## config.mk

```make
export PLATFORM = sky130hd
export DESIGN_NAME = crc_generate_and_check_flat
export DESIGN_NICKNAME = d
export VERILOG_FILES = /design/src/rtl/core/crcgc_pkg.sv /design/src/rtl/core/crcgc_if.sv /design/src/rtl/core/crcgc_csr.sv /design/src/rtl/core/crcgc_step.sv /design/src/rtl/core/crc_generate_and_check.sv /design/src/flat_wrapper.sv
export VERILOG_INCLUDE_DIRS = /design/src /design/src/rtl/core
export SDC_FILE = /design/constraint.sdc
export NUM_CORES = 1
export LEC_CHECK = 0
export BUFFER_PORTS_ARGS = -buffer_cell sky130_fd_sc_hd__buf_4
export CORE_MARGIN = 4
export CORE_UTILIZATION = 35
export DETAILED_ROUTE_END_ITERATION = 8
export PLACE_DENSITY = 0.65
export SKIP_LAST_GASP = 1
export SYNTH_ARGS = -nofsm -noshare
export SYNTH_HDL_FRONTEND = slang
export SYNTH_HIERARCHICAL = 1
export SYNTH_SLANG_ARGS = --single-unit
```

## constraint.sdc

```tcl
create_clock -name clock -period 4.16 [get_ports clock]
set_input_delay 0.832 -clock clock [delete_from_list [all_inputs] [get_ports clock]]
set_output_delay 0.832 -clock clock [all_outputs]
set_load 0.01 [all_outputs]
```

## src/rtl/core/crc_generate_and_check_defines.svh

```systemverilog
// assertion macros for the crc generate and check rtl
`ifndef CRC_GENERATE_AND_CHECK_DEFINES_SVH
`define CRC_GENERATE_AND_CHECK_DEFINES_SVH

`ifndef SYNTHESIS
// implication checked on every rising clock edge outside reset
`define CRCGC_ASSERT(label, clk, rst, prop) \
   label: assert property (@(posedge clk) disable iff (rst) prop) \
      else $error("crcgc assertion failed");
// implication checked on every rising clock edge, reset included
`define CRCGC_ASSERT_ALWAYS(label, clk, prop) \
   label: assert property (@(posedge clk) prop) \
      else $error("crcgc assertion failed");
`else
`define CRCGC_ASSERT(label, clk, rst, prop)
`define CRCGC_ASSERT_ALWAYS(label, clk, prop)
`endif

`endif

```

## src/rtl/core/crcgc_pkg.sv

```systemverilog
// shared types, constants and register indexes of the crc generate and check block
package crcgc_pkg;

   localparam int MAX_DEGREE = 32;
   localparam int REM_W      = 32;
   localparam int GEN_W      = 32;
   localparam int DEG_W      = 6;
   localparam int IDX_W      = $clog2(MAX_DEGREE);
   localparam int CSR_IDX_W  = 8;
   localparam int CSR_DATA_W = 32;

   localparam logic [DEG_W-1:0] MAX_DEG_CODE = DEG_W'(MAX_DEGREE);
   localparam logic [DEG_W-1:0] MIN_DEG_CODE = DEG_W'(1);

   localparam logic [GEN_W-1:0] GEN_RESET = GEN_W'(32'h0000_1021);
   localparam logic [DEG_W-1:0] DEG_RESET = DEG_W'(16);

   typedef enum logic {
      OP_GENERATE = 1'b0,
      OP_CHECK    = 1'b1
   } op_type;

   typedef enum logic [CSR_IDX_W-1:0] {
      REG_GENERATOR_LOW_BITS = 8'd0,
      REG_DEGREE             = 8'd1
   } reg_idx_type;

   typedef struct packed {
      logic [GEN_W-1:0] generator_low_bits;
      logic [DEG_W-1:0] degree;
   } cfg_type;

endpackage

```

## src/rtl/core/crcgc_if.sv

```systemverilog
// valid/ready channel interfaces for request, response and register writes
interface crcgc_req_if import crcgc_pkg::*; ();
   logic valid;
   logic ready;
   logic operation;
   logic data_bit;
   logic last;

   modport source (output valid, output operation, output data_bit, output last,
                   input ready);
   modport sink (input valid, input operation, input data_bit, input last,
                 output ready);
endinterface

interface crcgc_rsp_if import crcgc_pkg::*; ();
   logic             valid;
   logic             ready;
   logic [REM_W-1:0] remainder;
   logic             error;

   modport source (output valid, output remainder, output error, input ready);
   modport sink (input valid, input remainder, input error, output ready);
endinterface

interface crcgc_csr_if import crcgc_pkg::*; ();
   logic                  valid;
   logic                  ready;
   logic [CSR_IDX_W-1:0]  index;
   logic [CSR_DATA_W-1:0] data;

   modport source (output valid, output index, output data, input ready);
   modport sink (input valid, input index, input data, output ready);
endinterface

```

## src/rtl/core/crcgc_csr.sv

```systemverilog
// configuration registers: generator low bits and degree
module crcgc_csr import crcgc_pkg::*; (
   input  logic           clock,
   input  logic           reset,
   crcgc_csr_if.sink      csr_if,
   output cfg_type        cfg
);

   logic [GEN_W-1:0] gen_ff;
   logic [GEN_W-1:0] gen_in;
   logic [DEG_W-1:0] deg_ff;
   logic [DEG_W-1:0] deg_in;

   assign csr_if.ready = 1'b1;

   always_comb begin
      gen_in = gen_ff;
      deg_in = deg_ff;
      if (csr_if.valid) begin
         case (reg_idx_type'(csr_if.index))
            REG_GENERATOR_LOW_BITS: gen_in = csr_if.data[GEN_W-1:0];
            REG_DEGREE:             deg_in = csr_if.data[DEG_W-1:0];
            default:                ;
         endcase
      end
   end

   always_ff @(posedge clock) begin
      if (reset) begin
         gen_ff <= GEN_RESET;
         deg_ff <= DEG_RESET;
      end else begin
         gen_ff <= gen_in;
         deg_ff <= deg_in;
      end
   end

   assign cfg.generator_low_bits = gen_ff;
   assign cfg.degree             = deg_ff;

endmodule

```

## src/rtl/core/crcgc_step.sv

```systemverilog
// one shift and conditional xor of the crc division for a single bit
module crcgc_step import crcgc_pkg::*; (
   input  cfg_type          cfg,
   input  logic [REM_W-1:0] part_rem,
   input  op_type           op,
   input  logic             data_bit,
   output logic [REM_W-1:0] next_rem,
   output logic             check_error
);

   logic [DEG_W-1:0] deg_eff;
   logic [REM_W-1:0] mask;
   logic [REM_W-1:0] rem_m;
   logic [REM_W-1:0] poly;
   logic [REM_W-1:0] shifted;
   logic [IDX_W-1:0] top_idx;
   logic             top;
   logic             fb;

   // degree zero acts as one, large degrees saturate
   always_comb begin
      if (cfg.degree < MIN_DEG_CODE) begin
         deg_eff = MIN_DEG_CODE;
      end else if (cfg.degree > MAX_DEG_CODE) begin
         deg_eff = MAX_DEG_CODE;
      end else begin
         deg_eff = cfg.degree;
      end
   end

   always_comb begin
      for (int i = 0; i < REM_W; i++) begin
         mask[i] = (DEG_W'(i) < deg_eff);
      end
   end

   assign rem_m   = part_rem & mask;
   assign poly    = cfg.generator_low_bits[REM_W-1:0] & mask;
   assign top_idx = IDX_W'(deg_eff - MIN_DEG_CODE);
   assign top     = rem_m[top_idx];

   always_comb begin
      case (op)
         OP_GENERATE: begin
            // augmented form: incoming bit folds into the feedback
            fb      = top ^ data_bit;
            shifted = {rem_m[REM_W-2:0], 1'b0} & mask;
         end
         OP_CHECK: begin
            fb      = top;
            shifted = {rem_m[REM_W-2:0], data_bit} & mask;
         end
         default: begin
            fb      = 1'b0;
            shifted = '0;
         end
      endcase
   end

   assign next_rem    = fb ? (shifted ^ poly) : shifted;
   assign check_error = (op == OP_CHECK) && (next_rem != '0);

endmodule

```

## src/rtl/core/crc_generate_and_check.sv

```systemverilog
// Bit-serial CRC generator and checker with a programmable generator polynomial.
// req_if carries one bit per request: operation (0 generate, 1 check), data_bit
// (most significant first) and last. A request with last set yields one response
// on rsp_if: the degree-bit remainder and, in check mode, error when it is nonzero.
// The running remainder then clears for the next message or frame.
// csr_if writes register 0 (generator bits below the implied top term) and
// register 1 (degree, 0 treated as 1, above 32 treated as 32); write only while idle.
// A request is registered in the input register, then stepped into the remainder;
// for a last bit, the remainder and error go into the response register, which
// drives rsp_if. Throughput: one bit per cycle, set by the single shift-and-xor step,
// except while a last bit waits as described next.
// A bit without last never stalls in the input register; a last bit waits there
// while a previous response is still held because rsp_if.ready is low, and
// req_if.ready stays low for as long as it waits.
// Reset (synchronous, active high) clears the remainder, drops both pipeline
// valids and loads generator 0x1021 and degree 16.
`include "crc_generate_and_check_defines.svh"

module crc_generate_and_check import crcgc_pkg::*; (
   input  logic        clock,
   input  logic        reset,
   crcgc_req_if.sink   req_if,
   crcgc_rsp_if.source rsp_if,
   crcgc_csr_if.sink   csr_if
);

   cfg_type          cfg;

   logic             s1_valid_ff;
   logic             s1_valid_in;
   op_type           s1_op_ff;
   logic             s1_bit_ff;
   logic             s1_last_ff;
   logic [REM_W-1:0] part_ff;
   logic [REM_W-1:0] part_in;
   logic             rsp_valid_ff;
   logic             rsp_valid_in;
   logic [REM_W-1:0] rsp_rem_ff;
   logic             rsp_err_ff;

   logic [REM_W-1:0] step_rem;
   logic             step_err;
   logic             s1_move;
   logic             req_fire;
   logic             rsp_free;

   crcgc_csr u_csr (
      .clock  (clock),
      .reset  (reset),
      .csr_if (csr_if),
      .cfg    (cfg)
   );

   crcgc_step u_step (
      .cfg         (cfg),
      .part_rem    (part_ff),
      .op          (s1_op_ff),
      .data_bit    (s1_bit_ff),
      .next_rem    (step_rem),
      .check_error (step_err)
   );

   assign rsp_free     = !rsp_valid_ff || rsp_if.ready;
   assign s1_move      = s1_valid_ff && (!s1_last_ff || rsp_free);
   assign req_if.ready = !s1_valid_ff || s1_move;
   assign req_fire     = req_if.valid && req_if.ready;

   always_comb begin
      s1_valid_in  = req_fire ? 1'b1 : (s1_valid_ff && !s1_move);
      part_in      = part_ff;
      rsp_valid_in = rsp_valid_ff && !rsp_if.ready;
      if (s1_move) begin
         // a finished message or frame leaves the remainder cleared
         part_in = s1_last_ff ? '0 : step_rem;
         if (s1_last_ff) begin
            rsp_valid_in = 1'b1;
         end
      end
   end

   always_ff @(posedge clock) begin
      if (reset) begin
         s1_valid_ff  <= 1'b0;
         rsp_valid_ff <= 1'b0;
         part_ff      <= '0;
      end else begin
         s1_valid_ff  <= s1_valid_in;
         rsp_valid_ff <= rsp_valid_in;
         part_ff      <= part_in;
      end
   end

   always_ff @(posedge clock) begin
      if (req_fire) begin
         s1_op_ff   <= op_type'(req_if.operation);
         s1_bit_ff  <= req_if.data_bit;
         s1_last_ff <= req_if.last;
      end
      if (s1_move && s1_last_ff) begin
         rsp_rem_ff <= step_rem;
         rsp_err_ff <= step_err;
      end
   end

   assign rsp_if.valid     = rsp_valid_ff;
   assign rsp_if.remainder = rsp_rem_ff;
   assign rsp_if.error     = rsp_err_ff;

   `CRCGC_ASSERT(a_clear_after_last, clock, reset,
      (s1_move && s1_last_ff) |=> (part_ff == '0))
   `CRCGC_ASSERT(a_error_nonzero, clock, reset,
      (rsp_valid_ff && rsp_err_ff) |-> (rsp_rem_ff != '0))
   `CRCGC_ASSERT(a_mid_bits_flow, clock, reset,
      (s1_valid_ff && !s1_last_ff) |-> s1_move)
   `CRCGC_ASSERT(a_request_staged, clock, reset,
      req_fire |=> s1_valid_ff)
   `CRCGC_ASSERT_ALWAYS(a_reset_empties, clock,
      reset |=> (!s1_valid_ff && !rsp_valid_ff && (part_ff == '0)))

endmodule

```

## src/flat_wrapper.sv

```systemverilog
// flat-port wrapper written by rule: the top's interface ports become plain ports
module crc_generate_and_check_flat import crcgc_pkg::*;
  (clock, reset, req_if_valid, req_if_operation, req_if_data_bit, req_if_last, req_if_ready, rsp_if_valid, rsp_if_remainder, rsp_if_error, rsp_if_ready, csr_if_valid, csr_if_index, csr_if_data, csr_if_ready);
  crcgc_req_if req_if_i ();
  crcgc_rsp_if rsp_if_i ();
  crcgc_csr_if csr_if_i ();
  input  logic clock;
  input  logic reset;
  input wire logic [$bits(req_if_i.valid)-1:0] req_if_valid;
  input wire logic [$bits(req_if_i.operation)-1:0] req_if_operation;
  input wire logic [$bits(req_if_i.data_bit)-1:0] req_if_data_bit;
  input wire logic [$bits(req_if_i.last)-1:0] req_if_last;
  output wire logic [$bits(req_if_i.ready)-1:0] req_if_ready;
  output wire logic [$bits(rsp_if_i.valid)-1:0] rsp_if_valid;
  output wire logic [$bits(rsp_if_i.remainder)-1:0] rsp_if_remainder;
  output wire logic [$bits(rsp_if_i.error)-1:0] rsp_if_error;
  input wire logic [$bits(rsp_if_i.ready)-1:0] rsp_if_ready;
  input wire logic [$bits(csr_if_i.valid)-1:0] csr_if_valid;
  input wire logic [$bits(csr_if_i.index)-1:0] csr_if_index;
  input wire logic [$bits(csr_if_i.data)-1:0] csr_if_data;
  output wire logic [$bits(csr_if_i.ready)-1:0] csr_if_ready;
  assign req_if_i.valid = req_if_valid;
  assign req_if_i.operation = req_if_operation;
  assign req_if_i.data_bit = req_if_data_bit;
  assign req_if_i.last = req_if_last;
  assign req_if_ready = req_if_i.ready;
  assign rsp_if_valid = rsp_if_i.valid;
  assign rsp_if_remainder = rsp_if_i.remainder;
  assign rsp_if_error = rsp_if_i.error;
  assign rsp_if_i.ready = rsp_if_ready;
  assign csr_if_i.valid = csr_if_valid;
  assign csr_if_i.index = csr_if_index;
  assign csr_if_i.data = csr_if_data;
  assign csr_if_ready = csr_if_i.ready;
  crc_generate_and_check u_core (.clock(clock), .reset(reset), .req_if(req_if_i), .rsp_if(rsp_if_i), .csr_if(csr_if_i));
endmodule
```

==> metrics, run 1 <==
M2 GR Usage=0.298; crit-path most repeated cell=buf_4; failing checks=negative setup slack; Post-synth EDFFs=36; P&R area growth vs syn=30.3%; VDD IR-drop max=0.189 mV; unrepaired setup endpoints after global routing=true; cell chain of the critical path=buf_4 > buf_4 > or4_1 > o21ai_2 > nand3_1 > o211ai_1 > a32oi_4 > buf_6 > a22oi_4 > xnor2_2 > buf_12 > and3_1 > o21a_1 > or4_4 > nor4_2 > a41oi_1; ANT nets after route=0; Final Skew=0.0116 ns; final hold violations=0; Max stage delay on crit path=0.69 ns; status=finished with violations; clk sink count=108; largest net degree at the start of global routing=51; ys flop type=dfxtp_1; DR vias/cell=5.69; crit path max-delay cell type=or4_1; Worst Path Required=4.26 ns; post-route clock period utilization=1.02; Placed Area=7700 sq um; Final setup viols=1; Antenna Cells=0; min-delay src=u_core/u_csr/gen_ff[31]$_SDFFE_PP0P_; total I/O pin count=84; CP max FO=24; Placer Congestion=0.987; P_leak=3.14 nW; initial antenna violation count=0; number of library cell types mapped by synthesis=85; nets=854; Clock transition at path regs=0.08 ns; CP Buf/Inv Count=4; Worst-Margin Slew=1.03 ns; busiest layer in global routing=met2; Pwr Total=2.08 mW; crit path time final=4.23 ns; CP Capture Type=flip-flop; first-pass GRT wire length=31500 um; grt total ovfl=0; Skew-Pair Late Insertion Delay=0.37 ns; setup ws final=-0.0707 ns; drt first pass iters=5; WL final=20000 um; dpl hpwl=14900 um; sequential-to-total area share from yosys stat=0.405; worst hold path class=flip-flop to flip-flop; final core occ=0.468; pwr dens=256 nW/um^2; GR Layer Usage met1=0.297; Ys Warns=6; FF+latch count, synth=108; number of global-route vias before repair=5528; top-count cell post-synth=dfxtp_1; WL/cell=19.3 um; Die Span Y=141 um; reg2reg start=u_core/u_csr/deg_ff[3]$_SDFFE_PP0P_; Mapped Nets=704; Residual DRC=0; Max-cap violations=0; pre-CTS WS=-0.386 ns; Die Area=20000 sq um; Clock Tree Buf Depth=2; Placeable Area=17400 sq um; Die Wd=141 um; Starting DRT DRC Count=392; Arr. time, crit path=4.33 ns; CP top delay family=simple AND/OR/NAND/NOR gates; synth cell count leaders=dfxtp_1, nand2_1, a21oi_1; Slew Limit Fails=0; Post-Syn Instances=654; largest area contributor in the netlist=dfxtp_1; relative slew slack=0.304; CTS Buf Count=9; Port Buffers=82; crit path launch=u_core/u_csr/deg_ff[3]$_SDFFE_PP0P_; Starting Density=0.359; met3 usage=0.0384; ys async rst share=0; Synth Cell Area=6230 sq um; Finished Cell Area=8120 sq um; CTS root buffer=clkbuf_16; fmax=236 MHz; top cell type's share of synthesized area=0.231; via count=5882; Synth area leaders=dfxtp_1, edfxtp_1, a22o_1; CTS tree=built; Setup Crit Path Kind=flip-flop to flip-flop; share of cells above drive strength 1=0.357; GRT Resource Usage Total=0.201; syn avg cell area=9.53 sq um; Setup crit start kind=flip-flop; Hold Slack=0.481 ns; number of H-tree levels=3; Std-Cell Rows=48
[metal layers]
layer	part of all wire	vias up	wire [um]
met1	0.48	2825	9490
li1	-	2805	-
met2	0.44	225	8750
met3	0.069	27	1370
met5	0	-	0
met4	0.017	0	340
[where the power goes]
group | internal [mW] | switching, mW
sequential | 1.10 | 0.00707
clock | 0.425 | 0.388
combinational | 0.0692 | 0.0940
[sequential cells by signal, summed over array words and instances, names as in the netlist, 6 cells and up]
signal	count
u_core/u_csr/gen_ff	32
u_core/part_ff	32
u_core/u_csr/deg_ff	6
u_core/rsp_if.remainder	32
[worst reg2reg max path, cell delays in order, from the launching register on]
cell,delay (ns)
dfxtp_4,0.36
buf_4,0.14
buf_4,0.21
or4_1,0.70
o21ai_2,0.27
nand3_1,0.11
o211ai_1,0.15
a32oi_4,0.10
buf_6,0.17
a22oi_4,0.15
xnor2_2,0.11
buf_12,0.18
and3_1,0.18
o21a_1,0.18
or4_4,0.58
nor4_2,0.23
a41oi_1,0.14
[layout by cell type, fill, tap and decap left out, drive strengths merged, types with 16 or more instances in the layout]
master	count
nor2	44
o31ai	30
dfxtp	72
o21ai	17
a21oi	46
nand2	51
a22o	32
nand4	36
buf	196
edfxtp	36
nand3	20
mux2i	16
[final timing paths]
check | to | slack, ns | cells after the start
worst max-delay path | u_core/rsp_if.error$_DFFE_PP_ | -0.07 | 16
worst min-delay path | u_core/u_csr/gen_ff[31]$_SDFFE_PP0P_ | 0.48 | 2
worst max register to register | u_core/rsp_if.error$_DFFE_PP_ | -0.07 | 16
worst min register to register | u_core/u_csr/gen_ff[31]$_SDFFE_PP0P_ | 0.48 | 2
[layout make-up]
class	count	area, sq um
Multi-Input combinational cell	478	3470
Timing Repair Buffer	196	1510
Sequential cell	108	2530
Clock inverter	5	36.3
Clock buffer	11	243
Inverter	11	46.3
Tap cell	225	282
Fill cell	1696	9240
[logic make-up (layout without fill, tap and decap cells)]
group / count (synthesis) / in the layout / synth area share
buffers and inverters: 68 / 223 / 0.0641
multiplexers: 17 / 17 / 0.0293
flip-flops: 108 / 108 / 0.405
adder cells (fa/ha/maj): 2 / 2 / 0.00402
AO/OA/AOI/OAI: 195 / 195 / 0.251
XOR/XNOR: 19 / 19 / 0.0279
other: 1 / 1 / 0.000602
AND/OR/NAND/NOR: 244 / 244 / 0.218
[through the flow]
stage / setup TNS (ns) / instances
after detailed placement: -0.386 / 1015
after CTS: -0.0975 / 1033
after global routing: -0.213 / 1034
after floorplan: -0.0599 / 654
final: -0.0707 / 1034
after global placement: -0.307 / 1015
[repair_timing]
action | in CTS | in global routing
buffers inserted | 2 | 1
resized for setup | 19 | 8
endpoints found under the setup margin | 1 | 1
pin swaps | 4 | 6
hold buffers | 0 | 0
(Power assumes the default switching activity.)
==> inputs of run 2 (changes only) <==
--- a/config.mk
+++ b/config.mk
@@ -10,6 +10,7 @@
 export CORE_MARGIN = 4
 export CORE_UTILIZATION = 35
 export DETAILED_ROUTE_END_ITERATION = 8
+export MAX_ROUTING_LAYER = met4
 export PLACE_DENSITY = 0.65
 export SKIP_LAST_GASP = 1
 export SYNTH_ARGS = -nofsm -noshare
==> run 2 against run 1 <==
Net effect:
- the flow still finishes with violations (negative setup slack)
- die area unchanged
- maximum frequency down 0.82%
- largest cell class unchanged
- routed wire length up 2.4%
==> metrics, run 2 (synthesis gave the netlist of run 1 again) <==
status=finished with violations; failing checks=negative setup slack; DR vias/cell=5.70 (+0.20%); WL/cell=19.7 um (+2.1%); VDD IR-drop max=0.182 mV (-3.6%); commonest cells after routing, fill and taps aside=buf_4, dfxtp_1, nand2_1, a21oi_1, nor2_1; CTS Buf Count=9 (unchanged); Finished Cell Area=8300 sq um (+2.2%); Net Sw Frac=0.239 (+0.00446); setup TNS=-0.106 ns (-0.0349 ns); total I/O pin count=84 (unchanged); Port Buffers=82 (unchanged); Cell Count, Final, Fillers Out=1037 (+0.29%); Filler Cell Count=1664 (-1.9%); Antenna Cells=0 (unchanged); Skew-Pair Late Insertion Delay=0.36 ns (about the same); sequential power share=0.518 (-0.013); final core occ=0.478 (+0.0104); area of the multi-input gates=3580 sq um (+3.2%); Worst Path Required=4.25 ns (about the same); Final Skew=0.00991 ns (-0.00170 ns); most common cell after layout, fill and taps aside=buf_4; Starting Density=0.359 (unchanged); Clock power frac=0.399 (+0.008); via count=5911 (+0.49%); largest net degree at the start of global routing=51 (unchanged); Placed Area=7670 sq um (-0.29%); worst hold path class=flip-flop to flip-flop; pwr dens=257 nW/um^2 (+0.21%); Clock transition at path regs=0.07 ns (about the same); Starting DRT DRC Count=472 (+20%); Setup crit start kind=flip-flop; WL final=20400 um (+2.4%); CP max FO=7 (-71%); crit path time final=4.27 ns (+0.0349 ns); drt first pass iters=5 (unchanged); ANT nets after route=0 (unchanged); relative slew slack=0.290 (-0.0138); first-pass GRT wire length=31700 um (+0.42%); unrepaired setup endpoints after global routing=true; Final setup viols=1 (unchanged); share of cells above drive strength 1=0.374 (+0.0172); GRT Resource Usage Total=0.207 (+0.00629); CTS tree=built; post-route clock period utilization=1.03 (+0.00839); Die Area=20000 sq um (unchanged); CTS root buffer=clkbuf_16; dpl hpwl=14900 um (about the same); P_sw=0.510 mW (+4.4%); setup ws final=-0.106 ns (-0.0349 ns); Placer Congestion=0.957 (-3.0%); grt total ovfl=0 (unchanged); pre-CTS WS=-0.381 ns (+0.00537 ns); Residual DRC=0 (unchanged); CP Capture Type=flip-flop; Die Wd=141 um (unchanged); number of global-route vias before repair=5546 (+0.33%); Worst-Margin Slew=1.06 ns (+0.0205 ns); number of H-tree levels=3 (unchanged); Std-Cell Rows=48 (unchanged); DP Cell Count=1012 (-0.30%); combinational power share=0.083 (+0.005); Placeable Area=17400 sq um (unchanged); Setup Crit Path Kind=flip-flop to flip-flop; clk sink count=108 (unchanged); P_leak=3.19 nW (+1.7%); Register Area=2530 sq um (unchanged); Slew Limit Fails=0 (unchanged); Die Span Y=141 um (unchanged); Hold Slack=0.482 ns (+0.00124 ns); Int Power=1.62 mW (+1.8%); nets=857 (+0.35%); Arr. time, crit path=4.35 ns (+0.02 ns); Clock Tree Buf Depth=2 (unchanged); fmax=234 MHz (-0.82%); final hold violations=0 (unchanged); initial antenna violation count=0 (unchanged); Max-cap violations=0 (unchanged); Pwr Total=2.13 mW (+2.4%); P&R area growth vs syn=33.2%
[run 2: final timing paths]
| path | start | cells past startpoint | slack [ns] | endpoint |
|---|---|---|---|---|
| setup reg to reg | u_core/u_csr/deg_ff[1]$_SDFFE_PP0P_ | 17 | -0.11 | u_core/rsp_if.error$_DFFE_PP_ |
| setup / recovery | u_core/u_csr/deg_ff[1]$_SDFFE_PP0P_ | 17 | -0.11 | u_core/rsp_if.error$_DFFE_PP_ |
| hold / removal | u_core/u_csr/gen_ff[20]$_SDFFE_PP0P_ | 2 | 0.48 | u_core/u_csr/gen_ff[20]$_SDFFE_PP0P_ |
| hold reg to reg | u_core/u_csr/gen_ff[20]$_SDFFE_PP0P_ | 2 | 0.48 | u_core/u_csr/gen_ff[20]$_SDFFE_PP0P_ |
[run 2: what timing repair did]
item                       in CTS  in global routing
buffers inserted                3                  7
gates cloned                    0                  0
resized for setup              27                 23
hold buffers                    0                  0
pin swaps                       4                 17
setup endpoints to repair       1                  1
[run 2: layout make-up]
cell class	instances	share of cell area
Timing Repair Buffer	199	0.188
Tap cell	225	0.0339
Sequential cell	108	0.306
Clock inverter	6	0.00528
Inverter	11	0.00558
Clock buffer	10	0.0302
Multi-Input combinational cell	478	0.431
[run 2: critical path: stages, from the launching register on]
cell and delay [ns]:
dfxtp_2 0.33, nor4_4 0.27, o21a_1 0.24, buf_6 0.13
ha_4 0.16, buf_6 0.13, nor2_1 0.04, or4_1 0.39
nand4_1 0.10, and4b_2 0.28, and2_4 0.16, buf_4 0.12
o31a_4 0.14, nand4b_2 0.12, or4_4 0.55, or4b_4 0.53
nor4_4 0.16, a41oi_2 0.15
[run 2: routing by layer]
| layer | wire length [um] | track usage |
|---|---|---|
| met1 | 9790 | 0.295 |
| met2 | 8980 | 0.301 |
| met5 | 0 | - |
| met3 | 1270 | 0.0401 |
| met4 | 376 | 0.0561 |
[run 2: power groups by stage]
stage	Clock, mW	Sequential, mW	Combinational, mW
2_1_floorplan	0	1.13	0.0780
3_5_place_dp	0	1.13	0.162
4_1_cts	0.873	1.10	0.165
6_report	0.850	1.10	0.177
3_3_place_gp	0	1.13	0.162
5_1_grt	0.913	1.11	0.190
==> inputs of run 3 (changes only) <==
--- a/config.mk
+++ b/config.mk
@@ -8,10 +8,10 @@
 export LEC_CHECK = 0
 export BUFFER_PORTS_ARGS = -buffer_cell sky130_fd_sc_hd__buf_4
 export CORE_MARGIN = 4
-export CORE_UTILIZATION = 35
+export CORE_UTILIZATION = 53
 export DETAILED_ROUTE_END_ITERATION = 8
 export MAX_ROUTING_LAYER = met4
-export PLACE_DENSITY = 0.65
+export PLACE_DENSITY = 0.87
 export SKIP_LAST_GASP = 1
 export SYNTH_ARGS = -nofsm -noshare
 export SYNTH_HDL_FRONTEND = slang
==> run 3 against run 2 <==
Net effect:
- the flow still finishes with violations (negative setup slack)
- sequential power barely moved
- non-clock buffer count is 2 higher
- flip-flop and latch count is the same
- maximum frequency decreased by 1.2%
- sequential share of layout area up 1.1 points
- global-route usage up 11 points
- worst hold slack got worse by 0.0038 ns
- via count rose by 3.7%
- first-iteration DRC count grew 61%
- critical path depth down 2
- utilization is 22 points higher
- highest routed layer unchanged
==> metrics, run 3 (synthesis gave the netlist of run 1 again) <==
status=finished with violations; failing checks=negative setup slack; Placer Congestion=1.02 (+6.5%); Die Area=13600 sq um (-32%); CTS Buf Count=9 (unchanged); via count=6131 (+3.7%); DP Cell Count=931 (-8.0%); Arr. time, crit path=4.40 ns (+0.05 ns); WL/cell=21.5 um (+9.0%); final hold violations=0 (unchanged); fmax=232 MHz (-1.2%); Slew Limit Fails=0 (unchanged); GRT Resource Usage Total=0.316 (+0.109); r2r endpoint=u_core/rsp_if.error$_DFFE_PP_; Clock Tree Buf Depth=2 (unchanged); Hold Slack=0.478 ns (-0.00378 ns); crit path time final=4.32 ns (+0.0498 ns); P&R area growth vs syn=28.5%; Starting DRT DRC Count=758 (+61%); dpl hpwl=15200 um (+1.9%); relative slew slack=0.196 (-0.0945); Worst Path Required=4.25 ns (about the same); hold endpoint=u_core/u_csr/gen_ff[20]$_SDFFE_PP0P_; ANT nets after route=0 (unchanged); min-delay src=u_core/u_csr/gen_ff[20]$_SDFFE_PP0P_; Die Wd=116 um (-18%); share of cells above drive strength 1=0.353 (-0.0210); most common cell after layout, fill and taps aside=buf_4; worst hold path stage count=2 (unchanged); Clock transition at path regs=0.07 ns (about the same); worst hold path class=flip-flop to flip-flop; CP Capture Type=flip-flop; unrepaired setup endpoints after global routing=true; setup ws final=-0.155 ns (-0.0498 ns); Final Skew=0.00592 ns (-0.00399 ns); Setup Crit Path Kind=flip-flop to flip-flop; Residual DRC=0 (unchanged); drt first pass iters=7 (+2); Max-cap violations=0 (unchanged); pwr dens=265 nW/um^2 (+3.1%); reg2reg setup slack=-0.16 ns (-0.05 ns); initial antenna violation count=0 (unchanged); CTS root buffer=clkbuf_16; reg2reg start=u_core/u_csr/deg_ff[1]$_SDFFE_PP0P_; WL final=20600 um (+0.67%); clk sink count=108 (unchanged); Antenna Cells=0 (unchanged); CP max FO=10 (+3); DR vias/cell=6.40 (+12%); Final setup viols=3 (+2); largest net degree at the start of global routing=51 (unchanged); post-route clock period utilization=1.04 (+0.0120); Die Span Y=116 um (-18%); first-pass GRT wire length=31800 um (+0.59%); Placeable Area=11500 sq um (-34%); Std-Cell Rows=39 (-19%); Starting Density=0.543 (+0.184); CTS tree=built; Hold-fix buffers, CTS=0 (unchanged); Cell Count, Final, Fillers Out=958 (-7.6%); number of H-tree levels=3 (unchanged); commonest cells after routing, fill and taps aside=buf_4, dfxtp_1, nand2_1, a21oi_1, nor2_1; Worst Reg-to-Reg Cells=15 (-2); VDD IR-drop max=0.449 mV (+150%); nets=860 (+0.35%); Port Buffers=82 (unchanged); number of global-route vias before repair=5809 (+4.7%); total I/O pin count=84 (unchanged); Skew-Pair Late Insertion Delay=0.36 ns (about the same); grt total ovfl=0 (unchanged); P_leak=3.15 nW (-1.3%); pre-CTS WS=-0.542 ns (-0.161 ns); Worst-Margin Slew=1.20 ns (+0.141 ns); Setup crit start kind=flip-flop
==> run 3: cell count changes in the layout (fill, tap and decap cells not counted), sizes merged <==
| cell | before | now |
|---|---|---|
| bufinv | 0 | 1 |
| clkinvlp | 1 | 0 |
| clkinv | 3 | 1 |
| and2 | 3 | 4 |
| clkbuf | 10 | 12 |
| buf | 199 | 201 |
==> run 3: worst max-delay path by stage <==
stage,start,to,slack [ns],cells past startpoint
3_3_place_gp,u_core/u_csr/deg_ff[3]$_SDFFE_PP0P_,u_core/rsp_if.error$_DFFE_PP_,-0.47,17
5_1_grt,u_core/u_csr/deg_ff[3]$_SDFFE_PP0P_,u_core/rsp_if.error$_DFFE_PP_,-0.31,16
2_1_floorplan,u_core/u_csr/deg_ff[3]$_SDFFE_PP0P_,u_core/rsp_if.error$_DFFE_PP_,-0.06,20
6_report,u_core/u_csr/deg_ff[1]$_SDFFE_PP0P_,u_core/rsp_if.error$_DFFE_PP_,-0.16,15
3_5_place_dp,u_core/u_csr/deg_ff[3]$_SDFFE_PP0P_,u_core/rsp_if.error$_DFFE_PP_,-0.54,17
4_1_cts,u_core/u_csr/deg_ff[3]$_SDFFE_PP0P_,u_core/rsp_if.error$_DFFE_PP_,-0.09,16
==> run 3: layout make-up <==
| cell class | instances | area [sq um] |
|---|---|---|
| timing repair buffer | 201 | 1520 |
| inverter | 11 | 43.8 |
| sequential | 108 | 2530 |
| fill | 899 | 3460 |
| tap | 143 | 179 |
| clock buffer | 12 | 236 |
| clock inverter | 4 | 50.0 |
| multi-input combinational | 479 | 3440 |
==> run 3: through the flow <==
stage               TNS (ns)  power, mW   util  cell area (sq um)
finish                -0.302       2.12  0.698               8010
floorplan            -0.0599       1.21      -               6260
global placement      -0.474       1.28  0.657               7530
global route          -0.806       2.19  0.698               8010
detailed placement    -0.542       1.29  0.657               7530
CTS                   -0.106       2.13  0.696               7990
==> run 3: routing by layer <==
metal	GRT usage	part of all wire	vias up
li1	-	-	2820
met1	0.429	0.44	2944
met2	0.486	0.46	333
met3	0.0679	0.087	34
met4	0.0704	0.020	0
met5	-	0	-
==> run 3: repair_timing <==
action,4_1_cts,5_1_grt
pin swaps,8,5
cloned,1,0
buffers inserted,10,0
hold endpoints to repair,0,0
gates resized for setup,20,4
endpoints found under the setup margin,1,3
==> run 3: critical path, stage by stage (launching register included) <==
cell and delay [ns]:
dfxtp_2 0.34, buf_4 0.13, buf_4 0.18, o31a_1 0.27
a311oi_1 0.56, nand2_1 0.16, o32ai_2 0.34, a32oi_4 0.14
buf_4 0.20, nand3_1 0.10, o31a_4 0.15, nand4b_2 0.12
or4_4 0.55, or4b_4 0.50, nor4_2 0.15, a41oi_1 0.14
==> run 3: where the power goes <==
| part | switching (mW) | internal (mW) | total, mW | leakage, nW |
|---|---|---|---|---|
| logic | 0.0937 | 0.0688 | 0.163 | 2.09 |
| registers | 0.00684 | 1.10 | 1.10 | 0.915 |
| clock network | 0.383 | 0.470 | 0.853 | 0.141 |
| total | 0.484 | 1.64 | 2.12 | 3.15 |
